`config.mk`:
```
export PLATFORM = sky130hd
export DESIGN_NAME = checksummed_frame_receiver
export DESIGN_NICKNAME = d
export VERILOG_FILES = /design/src/hw/rtl/cfr_pkg.sv /design/src/hw/rtl/cfr_parser.sv /design/src/hw/rtl/cfr_out_reg.sv /design/src/hw/rtl/checksummed_frame_receiver.sv
export VERILOG_INCLUDE_DIRS = /design/src /design/src/hw/rtl
export SDC_FILE = /design/constraint.sdc
export NUM_CORES = 1
export LEC_CHECK = 0
export BUFFER_PORTS_ARGS = -buffer_cell sky130_fd_sc_hd__buf_2
export CAP_MARGIN = 20
export CORE_ASPECT_RATIO = 1.25
export CORE_MARGIN = 2
export CORE_UTILIZATION = 62
export DETAILED_ROUTE_END_ITERATION = 8
export PLACE_DENSITY = 0.8
export REMOVE_ABC_BUFFERS = 1
export SYNTH_ARGS = -nofsm -noshare
export SYNTH_HDL_FRONTEND = slang
export SYNTH_HIERARCHICAL = 1
export SYNTH_SLANG_ARGS = --single-unit
```
`constraint.sdc`:
```
create_clock -name clk -period 19.5 [get_ports clk]
set_input_delay 0 -clock clk [delete_from_list [all_inputs] [get_ports clk]]
set_output_delay 0 -clock clk [all_outputs]
set_load 0.02 [all_outputs]
```
`src/hw/rtl/checksummed_frame_receiver_defines.svh`:
```
// Assertion macros shared by the frame receiver RTL files.
// No dependencies; modules take this in with a plain include.
`ifndef CHECKSUMMED_FRAME_RECEIVER_DEFINES_SVH
`define CHECKSUMMED_FRAME_RECEIVER_DEFINES_SVH

`ifndef SYNTHESIS
// Property checked while out of reset
`define CFR_ASSERT(lbl, prop, msg) \
  lbl: assert property (@(posedge clk) disable iff (!rst_n) (prop)) else $error(msg);
// Property checked at every edge, reset included
`define CFR_ASSERT_ALWAYS(lbl, prop, msg) \
  lbl: assert property (@(posedge clk) (prop)) else $error(msg);
`else
`define CFR_ASSERT(lbl, prop, msg)
`define CFR_ASSERT_ALWAYS(lbl, prop, msg)
`endif

`endif

```
`src/hw/rtl/cfr_pkg.sv`:
```
// Shared types and constants for the checksummed frame receiver.
// No dependencies.
`timescale 1ns / 1ps
`default_nettype none

package cfr_pkg;

  // Frame format
  localparam logic [7:0] HDR1       = 8'hAA;
  localparam logic [7:0] HDR2       = 8'hAF;
  localparam logic [7:0] FUNC_LIMIT = 8'hF1;
  localparam int         MAX_LEN    = 50;

  // Function codes
  localparam logic [7:0] FN_FRONT = 8'h01;
  localparam logic [7:0] FN_BACK  = 8'h02;
  localparam logic [7:0] FN_CTRL  = 8'h03;
  localparam logic [7:0] FN_READY = 8'h04;

  // Camera ids in a ready frame
  localparam logic [7:0] CAM1 = 8'h01;
  localparam logic [7:0] CAM2 = 8'h02;

  // Payload counters and head store
  localparam int POS_W      = 6;
  localparam int HEAD_DEPTH = 8;
  localparam int HEAD_IDX_W = $clog2(HEAD_DEPTH);

  localparam logic [POS_W-1:0] NEED_TARGET = POS_W'(4);
  localparam logic [POS_W-1:0] NEED_CTRL   = POS_W'(8);
  localparam logic [POS_W-1:0] NEED_READY  = POS_W'(2);

  // Result kinds
  localparam logic [2:0] KIND_FRONT  = 3'd0;
  localparam logic [2:0] KIND_BACK   = 3'd1;
  localparam logic [2:0] KIND_CTRL   = 3'd2;
  localparam logic [2:0] KIND_READY1 = 3'd3;
  localparam logic [2:0] KIND_READY2 = 3'd4;

  // Parser phase, one-hot
  typedef enum logic [5:0] {
    PH_HUNT  = 6'b000001,
    PH_HEAD2 = 6'b000010,
    PH_FUNC  = 6'b000100,
    PH_LEN   = 6'b001000,
    PH_PAY   = 6'b010000,
    PH_SUM   = 6'b100000
  } phase_t;

  // One decoded result
  typedef struct packed {
    logic [2:0]  frame_kind;
    logic [15:0] word_a;
    logic [15:0] word_b;
    logic [15:0] word_c;
    logic [15:0] word_d;
    logic        reply_ready;
  } result_t;

endpackage

`default_nettype wire

```
`src/hw/rtl/cfr_parser.sv`:
```
// Frame parser: phase machine, running checksum, head payload store and decode.
// Depends on cfr_pkg and checksummed_frame_receiver_defines.svh.
`timescale 1ns / 1ps
`default_nettype none
`include "checksummed_frame_receiver_defines.svh"

module cfr_parser (
  input  wire logic            clk,
  input  wire logic            rst_n,
  input  wire logic            fire_i,
  input  wire logic [7:0]      byte_i,
  output logic                 res_vld_o,
  output cfr_pkg::result_t     res_o
);

  cfr_pkg::phase_t              phase_r, phase_nxt;
  logic [cfr_pkg::POS_W-1:0]    left_r, left_nxt;
  logic [cfr_pkg::POS_W-1:0]    pos_r, pos_nxt;
  logic [7:0]                   sum_r, sum_nxt;
  logic [7:0]                   func_r, func_nxt;
  logic [7:0]                   head_r [cfr_pkg::HEAD_DEPTH];
  logic                         head_we;
  logic                         dec_ok;
  logic                         sum_match;
  cfr_pkg::result_t             dec;

  // Next phase, counters and checksum for the byte in hand
  always_comb begin
    phase_nxt = phase_r;
    left_nxt  = left_r;
    pos_nxt   = pos_r;
    sum_nxt   = sum_r;
    func_nxt  = func_r;
    head_we   = 1'b0;
    unique case (phase_r)
      cfr_pkg::PH_HUNT: begin
        if (byte_i == cfr_pkg::HDR1) begin
          sum_nxt   = byte_i;
          phase_nxt = cfr_pkg::PH_HEAD2;
        end
      end
      cfr_pkg::PH_HEAD2: begin
        if (byte_i == cfr_pkg::HDR2) begin
          sum_nxt   = sum_r + byte_i;
          phase_nxt = cfr_pkg::PH_FUNC;
        end else begin
          phase_nxt = cfr_pkg::PH_HUNT;
        end
      end
      cfr_pkg::PH_FUNC: begin
        if (byte_i < cfr_pkg::FUNC_LIMIT) begin
          func_nxt  = byte_i;
          sum_nxt   = sum_r + byte_i;
          phase_nxt = cfr_pkg::PH_LEN;
        end else begin
          phase_nxt = cfr_pkg::PH_HUNT;
        end
      end
      cfr_pkg::PH_LEN: begin
        if (byte_i != 8'd0 && byte_i < 8'(cfr_pkg::MAX_LEN)) begin
          left_nxt  = byte_i[cfr_pkg::POS_W-1:0];
          pos_nxt   = '0;
          sum_nxt   = sum_r + byte_i;
          phase_nxt = cfr_pkg::PH_PAY;
        end else begin
          phase_nxt = cfr_pkg::PH_HUNT;
        end
      end
      cfr_pkg::PH_PAY: begin
        if (left_r == '0) begin
          phase_nxt = cfr_pkg::PH_HUNT;
        end else begin
          head_we  = (pos_r < cfr_pkg::POS_W'(cfr_pkg::HEAD_DEPTH));
          pos_nxt  = pos_r + cfr_pkg::POS_W'(1);
          sum_nxt  = sum_r + byte_i;
          left_nxt = left_r - cfr_pkg::POS_W'(1);
          if (left_r == cfr_pkg::POS_W'(1)) begin
            phase_nxt = cfr_pkg::PH_SUM;
          end
        end
      end
      cfr_pkg::PH_SUM: begin
        phase_nxt = cfr_pkg::PH_HUNT;
      end
      default: begin
        phase_nxt = cfr_pkg::PH_HUNT;
      end
    endcase
  end

  // Decode the stored head bytes by function code
  always_comb begin
    dec    = '0;
    dec_ok = 1'b0;
    case (func_r) inside
      cfr_pkg::FN_FRONT, cfr_pkg::FN_BACK: begin
        dec_ok         = (pos_r >= cfr_pkg::NEED_TARGET);
        dec.frame_kind = (func_r == cfr_pkg::FN_FRONT) ? cfr_pkg::KIND_FRONT
                                                       : cfr_pkg::KIND_BACK;
        dec.word_a     = {8'h00, head_r[0]};
        dec.word_b     = {8'h00, head_r[1]};
        dec.word_c     = {8'h00, head_r[2]};
        dec.word_d     = {8'h00, head_r[3]};
      end
      cfr_pkg::FN_CTRL: begin
        dec_ok         = (pos_r >= cfr_pkg::NEED_CTRL);
        dec.frame_kind = cfr_pkg::KIND_CTRL;
        dec.word_a     = {head_r[0], head_r[1]};
        dec.word_b     = {head_r[2], head_r[3]};
        dec.word_c     = {head_r[4], head_r[5]};
        dec.word_d     = {head_r[6], head_r[7]};
      end
      cfr_pkg::FN_READY: begin
        dec.word_a = {8'h00, head_r[1]};
        if (head_r[0] == cfr_pkg::CAM1) begin
          dec_ok          = (pos_r >= cfr_pkg::NEED_READY);
          dec.frame_kind  = cfr_pkg::KIND_READY1;
          dec.reply_ready = 1'b1;
        end else if (head_r[0] == cfr_pkg::CAM2) begin
          dec_ok         = (pos_r >= cfr_pkg::NEED_READY);
          dec.frame_kind = cfr_pkg::KIND_READY2;
        end
      end
      default: begin
        dec_ok = 1'b0;
      end
    endcase
  end

  // Emit on a checksum byte that matches a decodable frame
  assign sum_match = (byte_i == sum_r);
  assign res_vld_o = fire_i && (phase_r == cfr_pkg::PH_SUM) && sum_match && dec_ok;
  assign res_o     = dec;

  // Advance parser state on each transfer
  always_ff @(posedge clk) begin
    if (!rst_n) begin
      phase_r <= cfr_pkg::PH_HUNT;
      left_r  <= '0;
      pos_r   <= '0;
      sum_r   <= '0;
      func_r  <= '0;
    end else if (fire_i) begin
      phase_r <= phase_nxt;
      left_r  <= left_nxt;
      pos_r   <= pos_nxt;
      sum_r   <= sum_nxt;
      func_r  <= func_nxt;
    end
  end

  // Store the first payload bytes
  always_ff @(posedge clk) begin
    if (fire_i && head_we) begin
      head_r[pos_r[cfr_pkg::HEAD_IDX_W-1:0]] <= byte_i;
    end
  end

  `CFR_ASSERT(a_res_only_on_sum, res_vld_o |-> (phase_r == cfr_pkg::PH_SUM), "result outside checksum phase")
  `CFR_ASSERT(a_pay_to_sum_last, (fire_i && phase_r == cfr_pkg::PH_PAY && phase_nxt == cfr_pkg::PH_SUM) |-> (left_r == cfr_pkg::POS_W'(1)), "checksum phase entered early")
  `CFR_ASSERT(a_pos_bounded, pos_r < cfr_pkg::POS_W'(cfr_pkg::MAX_LEN), "payload position past max length")
  `CFR_ASSERT(a_reply_cam1, (res_vld_o && res_o.reply_ready) |-> (res_o.frame_kind == cfr_pkg::KIND_READY1), "reply flag on wrong kind")

endmodule

`default_nettype wire

```
`src/hw/rtl/cfr_out_reg.sv`:
```
// Result register for the frame receiver output channel.
// Depends on cfr_pkg and checksummed_frame_receiver_defines.svh.
`timescale 1ns / 1ps
`default_nettype none
`include "checksummed_frame_receiver_defines.svh"

module cfr_out_reg (
  input  wire logic              clk,
  input  wire logic              rst_n,
  input  wire logic              load_i,
  input  wire cfr_pkg::result_t  res_i,
  input  wire logic              out_ready_i,
  output logic                   out_valid_o,
  output cfr_pkg::result_t       res_o,
  output logic                   slot_free_o
);

  logic             valid_r, valid_nxt;
  cfr_pkg::result_t res_r;

  // Slot can take a new result when empty or draining this cycle
  assign slot_free_o = !valid_r || out_ready_i;

  always_comb begin
    if (load_i) begin
      valid_nxt = 1'b1;
    end else if (out_ready_i) begin
      valid_nxt = 1'b0;
    end else begin
      valid_nxt = valid_r;
    end
  end

  // Hold the result until its transfer
  always_ff @(posedge clk) begin
    if (!rst_n) begin
      valid_r <= 1'b0;
    end else begin
      valid_r <= valid_nxt;
    end
  end

  always_ff @(posedge clk) begin
    if (load_i) begin
      res_r <= res_i;
    end
  end

  assign out_valid_o = valid_r;
  assign res_o       = res_r;

  `CFR_ASSERT_ALWAYS(a_reset_clears, $past(!rst_n) |-> !valid_r, "result valid after reset")
  `CFR_ASSERT(a_no_overwrite, (valid_r && !out_ready_i) |-> !load_i, "pending result overwritten")
  `CFR_ASSERT(a_drop_after_transfer, $fell(valid_r) |-> $past(out_ready_i), "result dropped without transfer")

endmodule

`default_nettype wire

```
`src/hw/rtl/checksummed_frame_receiver.sv`:
```
// Checksummed frame receiver, top level. Depends on cfr_pkg, cfr_parser, cfr_out_reg.
// Takes one serial byte per transfer and hunts for frames of the form 0xAA 0xAF,
// function, length, payload, checksum (8-bit sum of all earlier frame bytes).
// A good frame with function 1..4 that carries enough payload yields one result;
// every other byte yields none. A byte can be accepted every clock cycle while
// in_ready is high. Each byte waits in the input byte register and is parsed once
// the result register has room; a result is loaded there and drives out_valid.
// in_ready stays high while the result register is empty or being drained, and
// drops only when a result waits and the input register is occupied.
`timescale 1ns / 1ps
`default_nettype none

module checksummed_frame_receiver (
  input  wire logic        clk,
  input  wire logic        rst_n,
  input  wire logic        in_valid,
  output logic             in_ready,
  input  wire logic [7:0]  in_rx_byte,
  output logic             out_valid,
  input  wire logic        out_ready,
  output logic [2:0]       out_frame_kind,
  output logic [15:0]      out_word_a,
  output logic [15:0]      out_word_b,
  output logic [15:0]      out_word_c,
  output logic [15:0]      out_word_d,
  output logic             out_reply_ready
);

  logic             byte_vld_r, byte_vld_nxt;
  logic [7:0]       byte_r;
  logic             slot_free;
  logic             s1_fire;
  logic             in_xfer;
  logic             res_vld;
  cfr_pkg::result_t res;
  cfr_pkg::result_t out_res;

  // Input byte register
  assign s1_fire  = byte_vld_r && slot_free;
  assign in_ready = !byte_vld_r || slot_free;
  assign in_xfer  = in_valid && in_ready;

  always_comb begin
    if (in_xfer) begin
      byte_vld_nxt = 1'b1;
    end else if (s1_fire) begin
      byte_vld_nxt = 1'b0;
    end else begin
      byte_vld_nxt = byte_vld_r;
    end
  end

  always_ff @(posedge clk) begin
    if (!rst_n) begin
      byte_vld_r <= 1'b0;
    end else begin
      byte_vld_r <= byte_vld_nxt;
    end
  end

  always_ff @(posedge clk) begin
    if (in_xfer) begin
      byte_r <= in_rx_byte;
    end
  end

  // Parse and decode
  cfr_parser u_parser (
    .clk       (clk),
    .rst_n     (rst_n),
    .fire_i    (s1_fire),
    .byte_i    (byte_r),
    .res_vld_o (res_vld),
    .res_o     (res)
  );

  // Result register
  cfr_out_reg u_out_reg (
    .clk         (clk),
    .rst_n       (rst_n),
    .load_i      (res_vld),
    .res_i       (res),
    .out_ready_i (out_ready),
    .out_valid_o (out_valid),
    .res_o       (out_res),
    .slot_free_o (slot_free)
  );

  assign out_frame_kind  = out_res.frame_kind;
  assign out_word_a      = out_res.word_a;
  assign out_word_b      = out_res.word_b;
  assign out_word_c      = out_res.word_c;
  assign out_word_d      = out_res.word_d;
  assign out_reply_ready = out_res.reply_ready;

endmodule

`default_nettype wire
```
==> results of run 1 <==
per-layer routing:
layer / part of all wire [%] / routed length (um)
met4: 1.1 / 155
met2: 53 / 7480
met1: 41 / 5790
met3: 4.5 / 638
met5: 0 / 0
worst max-delay path, cell delays in order (launching register included):
cell           delay (ns)
edfxtp_1             0.79
ha_1                 0.39
nor4b_1              0.40
nand4_1              0.23
a211oi_4             0.19
buf_4                0.68
inv_1                0.16
a21boi_2             0.15
dlygate4sd3_1        0.55
state kept, by name (all words and copies together) (netlist names):
name / cells
u_out_reg/res_o: 68
u_parser/left_r: 6
byte_vld_r: 1
byte_r: 8
u_out_reg/out_valid_o: 1
u_parser/pos_r: 6
u_parser/head_r: 64
u_parser/phase_r: 6
u_parser/func_r: 8
u_parser/sum_r: 8
kinds of logic (layout without fill, tap and decap cells):
kind of cell | after synthesis | count (layout)
AOI/OAI and AO/OA | 105 | 105
muxes | 15 | 15
buffers and inverters | 35 | 140
and+or+nand+nor | 175 | 175
xor gates and xnor gates | 10 | 10
DFF | 176 | 176
adders and majority gates | 13 | 13
final timing paths:
| kind | from | endpoint | slack (ns) | depth (start not counted) |
|---|---|---|---|---|
| worst min register to register | u_parser/sum_r[6] | u_parser/sum_r[6] | 0.49 | 2 |
| worst max register to register | byte_r[3] | u_out_reg/out_valid_o | 15.89 | 8 |
| worst max-delay path | byte_r[3] | u_out_reg/out_valid_o | 15.89 | 8 |
| worst min-delay path | in_rx_byte[4] | byte_r[4] | 0.30 | 2 |
layout make-up:
type                    instances  share of cell area, %
inverters                      10                  0.444
clock inverters                14                   1.54
flip-flops and latches        176                   58.3
well taps                     138                   2.04
repair buffers                 98                   6.70
clock buffers                  18                   5.08
multi-input cells             318                   25.9
synth_stat cells (all sizes together) (11+ instances only):
master	n	share of area [%]
edfxtp	140	58
nand2	27	1.4
clkbuf	20	1.0
ha	12	2.1
a22o	33	4.0
a21oi	19	1.3
nor3	13	0.90
mux2i	14	1.9
nor2	48	2.6
dfxtp	36	9.9
o21ai	11	0.76
and2	38	3.3
power by group through the flow:
stage / registers [mW] / clock network, mW / logic, mW
final: 0.412 / 0.319 / 0.0119
after global routing: 0.413 / 0.338 / 0.0131
after CTS: 0.412 / 0.322 / 0.0118
after detailed placement: 0.420 / 0 / 0.00992
after global placement: 0.420 / 0 / 0.00979
after floorplan: 0.417 / 0 / 0.00697
stage by stage:
step,utilization (%),area (um2),hold WS [ns]
CTS,73.4,8450,0.281
global route,73.4,8450,0.282
detailed placement,67.4,7760,0.178
global placement,67.4,7760,0.178
floorplan,-,7130,0.0619
finish,73.4,8450,0.299
what timing repair did:
action	4_1_cts	5_1_grt
buffers inserted	0	0
endpoints found under the hold margin	24	0
hold buffers	13	0
==> reports/results.ini, run 1 <==
[status]
status = finished clean

[cells_and_area]
syn2layout_area_growth_pct = 16.5
final_cell_mix = edfxtp_1 (140), buf_2 (81), nor2_1 (45)
layout_commonest_cell = edfxtp_1
n_fill_cell = 721
final_cells = 772
multi_input_area_um2 = 2190
regArea_um2 = 4920
layout-drive-gt1-share_pct = 21.3
num_antenna_cells = 0
layout.nets = 646

[min_path]
hp-class = in -> reg

[synth]
ys_warn_count = 6
synth_cell_types = 64
synthMuxAreaShare_pct = 2.09
avgSynthCellArea_um2 = 13.7
synthAdderAreaFrac_pct = 2.35
ys_ff_latch = 176
synth_xor_area_share_pct = 1.21
synthCells = 529
ys.flop_type = edfxtp_1
synth_compound_area_share_pct = 11.0
syn_area_um2 = 7250
synth_edf_count = 140
ys_async_sr_fraction_pct = 0
synth-simple-area-share_pct = 13.2
synth_top_family_by_area = simple AND/OR/NAND/NOR gates
synth_seq_area_share_pct = 67.9

[drt]
wl_per_cell_um = 18.2
drt_wl_total_mm = 14.1
drt-initial-drc-count = 307
viasPerCell = 5.95
drtAntennaViolNets = 0
drc = 0
first_pass_iters = 7
route.vias.total = 4597

[grt]
grt.busiest_layer = met2
grt-ovfl-total = 0
grt_use_met2_pct = 39.8
use_met3_pct = 4.55
grt_pass1_wl_mm = 22.4
first_global_vias = 4388
grt_usage_pct = 23.2
antenna_found_initial = 0
grt_use_met1_pct = 29.8
grt_max_degree = 70

[pwr]
seq_power_share_pct = 55.5
pwr-share-comb_pct = 1.6
ir_drop_mv = 0.0617
p_sw_mw = 0.154
fin_total_pwr_mw = 0.743
switching_share_pct = 20.8
p_leak_nw = 3.11
p_int_mw = 0.589
p_per_area_nw_per_um2 = 88.0
pwr-share-clk_pct = 42.9

[cts]
clock_path_buffers = 2
cts.sinks = 176
tritoncts = built
cts_buffers = 17
clkTransAtPathRegs_ns = 0.06
htree_levels = 4
clockRootBuffer = clkbuf_16
clk-insertion-delay-late_ns = 0.42
cts-resized-gates = 0

[die]
ios = 82
initial_core_util_pct = 63.0
core_area_um2 = 11500
fp.dieW_um = 101
num_rows = 44
fp.dieH_um = 125
design.die.area_um2 = 12600

[timing]
hold_viol = 0
max_slew_margin_pct = 36.5
fin_ws_ns = 15.89
min_period_ns = 3.61
skew_ns = 0.00817
worstMarginPinSlew_ns = 0.946
clock.fmax_mhz = 277
final.setup.tns_ns = 0
drv_slew = 0
rsz0062_at_grt = false
finalCritPeriodShare_pct = 18.5
setup_viol = 0

[placed_design]
routabilityCongestion = 0.890
io_buffers = 81
preCtsSetupSlack_ns = 16.36
dp.cells = 727
hpwlAfterDp_mm = 8.82

[flow_run]
max_cap_violations = 0

[setup_path]
worstPathArrival_ns = 3.97
startpoint_type = flop
critPathRequiredTime_ns = 19.86
crit_fanout = 69
critPathKind = reg -> reg
cp-end-kind = flop

Power figures use the tool's default switching activity.
==> run 2: changes to the inputs <==
Settings changed: CORE_UTILIZATION 62 to 52, PLACE_DENSITY 0.8 to 0.71.
Clock period 19.5 ns to 3.08 ns, I/O delays scaled along.
==> reports/results.ini, run 2 (same netlist as run 1, synthesis figures left out) <==
[status]
status = finished clean

[pwr]
ir_drop_mv = 0.366
p_per_area_nw_per_um2 = 552
pwr-share-clk_pct = 43.6
seq_power_share_pct = 53.8
switching_share_pct = 22.7
pwr-share-comb_pct = 2.6
p_int_mw = 3.70
p_sw_mw = 1.09
p_leak_nw = 3.22
fin_total_pwr_mw = 4.79

[cells_and_area]
num_antenna_cells = 0
layout.nets = 664
largest_register_ffs = 68
final_cell_mix = edfxtp_1 (140), buf_2 (81), nor2_1 (45)
syn2layout_area_growth_pct = 19.7
layout_commonest_cell = edfxtp_1
layout-drive-gt1-share_pct = 23.9

[drt]
drtAntennaViolNets = 0
viasPerCell = 5.67
wl_per_cell_um = 17.7
drc = 0
route.vias.total = 4688
drt_wl_total_mm = 14.7
first_pass_iters = 5
drt-initial-drc-count = 240

[timing]
drv_slew = 0
rsz0062_at_grt = false
hold_viol = 0
worstMarginPinSlew_ns = 0.871
finalCritPeriodShare_pct = 84.3
final.setup.tns_ns = 0
setup_viol = 0
max_slew_margin_pct = 41.8
skew_ns = 0.0142
clock.fmax_mhz = 385
min_period_ns = 2.60

[setup_path]
critPathRequiredTime_ns = 3.19
cp_slowest_stage_delay_ns = 0.62
critPathKind = reg -> reg
cp-end-kind = flop
cp_slowest_cell = edfxtp_1
crit_fanout = 39
endpoint = u_out_reg/res_o[12]
startpoint_type = flop
worstPathArrival_ns = 2.71
cp_cell_sequence = ha_1, nor4b_1, nand4_1, a211oi_4, buf_12
reg2reg_depth = 5
r2r_start = byte_r[3]
startpoint = byte_r[3]
r2r-end = u_out_reg/res_o[12]
r2r_slack_ns = 0.48

[die]
design.die.area_um2 = 14900
ios = 82
num_rows = 48
fp.dieW_um = 110
fp.dieH_um = 136
core_area_um2 = 13700
initial_core_util_pct = 53.0

[grt]
antenna_found_initial = 0
grt_usage_pct = 20.7
first_global_vias = 4596
grt-ovfl-total = 0
grt_pass1_wl_mm = 23.1
grt_max_degree = 58

[placed_design]
hpwlAfterDp_mm = 9.75
routabilityCongestion = 0.902
io_buffers = 81

[cts]
htree_levels = 4
clkTransAtPathRegs_ns = 0.07
tritoncts = built
cts_buffers = 17
clock_path_buffers = 2
clockRootBuffer = clkbuf_16
cts-resized-gates = 0
cts.sinks = 176
clk-insertion-delay-late_ns = 0.43

[flow_run]
max_cap_violations = 0

[min_path]
hp-class = in -> reg

==> run 2: changes by cell type in the layout (fill, tap and decap cells not counted) <==
| cell | change |
|---|---|
| clkinv_2 | -1 |
| clkinvlp_4 | -2 |
| buf_12 | +2 |
| clkinv_1 | -1 |
| inv_8 | +5 |
| inv_6 | -2 |
| dlygate4sd3_1 | -1 |
| clkbuf_1 | -1 |
| buf_4 | +17 |
| bufinv_16 | -1 |
| clkinv_8 | +3 |
==> run 2: worst min path at each step <==
| stage | start | to | slack [ns] | cells after the start |
|---|---|---|---|---|
| 2_1_floorplan | rst_n | u_parser/phase_r[0] | 0.06 | 1 |
| 3_3_place_gp | in_rx_byte[7] | byte_r[7] | 0.18 | 1 |
| 3_5_place_dp | in_rx_byte[6] | byte_r[6] | 0.18 | 1 |
| 4_1_cts | in_rx_byte[7] | byte_r[7] | 0.27 | 2 |
| 5_1_grt | in_rx_byte[7] | byte_r[7] | 0.28 | 2 |
| 6_report | in_rx_byte[7] | byte_r[7] | 0.29 | 2 |
==> run 2: per-stage QoR <==
| step | cells | hold WS, ns | instance area, um2 | setup slack [ns] | util [%] |
|---|---|---|---|---|---|
| floorplan | 504 | 0.0619 | 7130 | -5.33 | - |
| global placement | 783 | 0.177 | 7970 | 0.589 | 58.2 |
| detailed placement | 783 | 0.178 | 7970 | 0.500 | 58.2 |
| CTS | 827 | 0.272 | 8680 | 0.468 | 63.4 |
| global route | 827 | 0.282 | 8680 | 0.219 | 63.4 |
| finish | 827 | 0.289 | 8680 | 0.485 | 63.4 |
==> run 2: power groups by stage <==
stage / combinational (mW) / clock, mW / sequential [mW]
2_1_floorplan: 0.0441 / 0 / 2.64
5_1_grt: 0.133 / 2.22 / 2.58
3_3_place_gp: 0.107 / 0 / 2.63
3_5_place_dp: 0.109 / 0 / 2.63
6_report: 0.123 / 2.09 / 2.58
4_1_cts: 0.121 / 2.12 / 2.58
==> run 2: layer usage <==
metal	vias up	global-route usage [%]	part of all wire, %
met5	-	0	0
met4	0	8.58	2.4
met3	27	4.51	5.2
met2	165	36.8	53
met1	2290	24.0	40
li1	2206	-	-
==> run 2: worst max-delay path: cells and delay by family, from the launching register on <==
kind                     cells  cell delay, ns
AO/OA/AOI/OAI                1            0.38
adder cells (fa/ha/maj)      1            0.44
AND/OR/NAND/NOR              2            0.54
flip-flops                   1            0.62
buffers and inverters        1            0.28
==> run 2: final cells by class <==
| type | count | area (um2) |
|---|---|---|
| Fill cell | 1012 | 5010 |
| Timing Repair Buffer | 116 | 723 |
| Tap cell | 175 | 219 |
| Multi-Input combinational cell | 318 | 2190 |
| Inverter | 10 | 37.5 |
| Clock inverter | 15 | 164 |
| Clock buffer | 17 | 425 |
| Sequential cell | 176 | 4920 |
==> run 2: timing repair <==
action	4_1_cts	5_1_grt
endpoints found under the hold margin	27	0
hold buffers	12	0
setup buffers	0	0
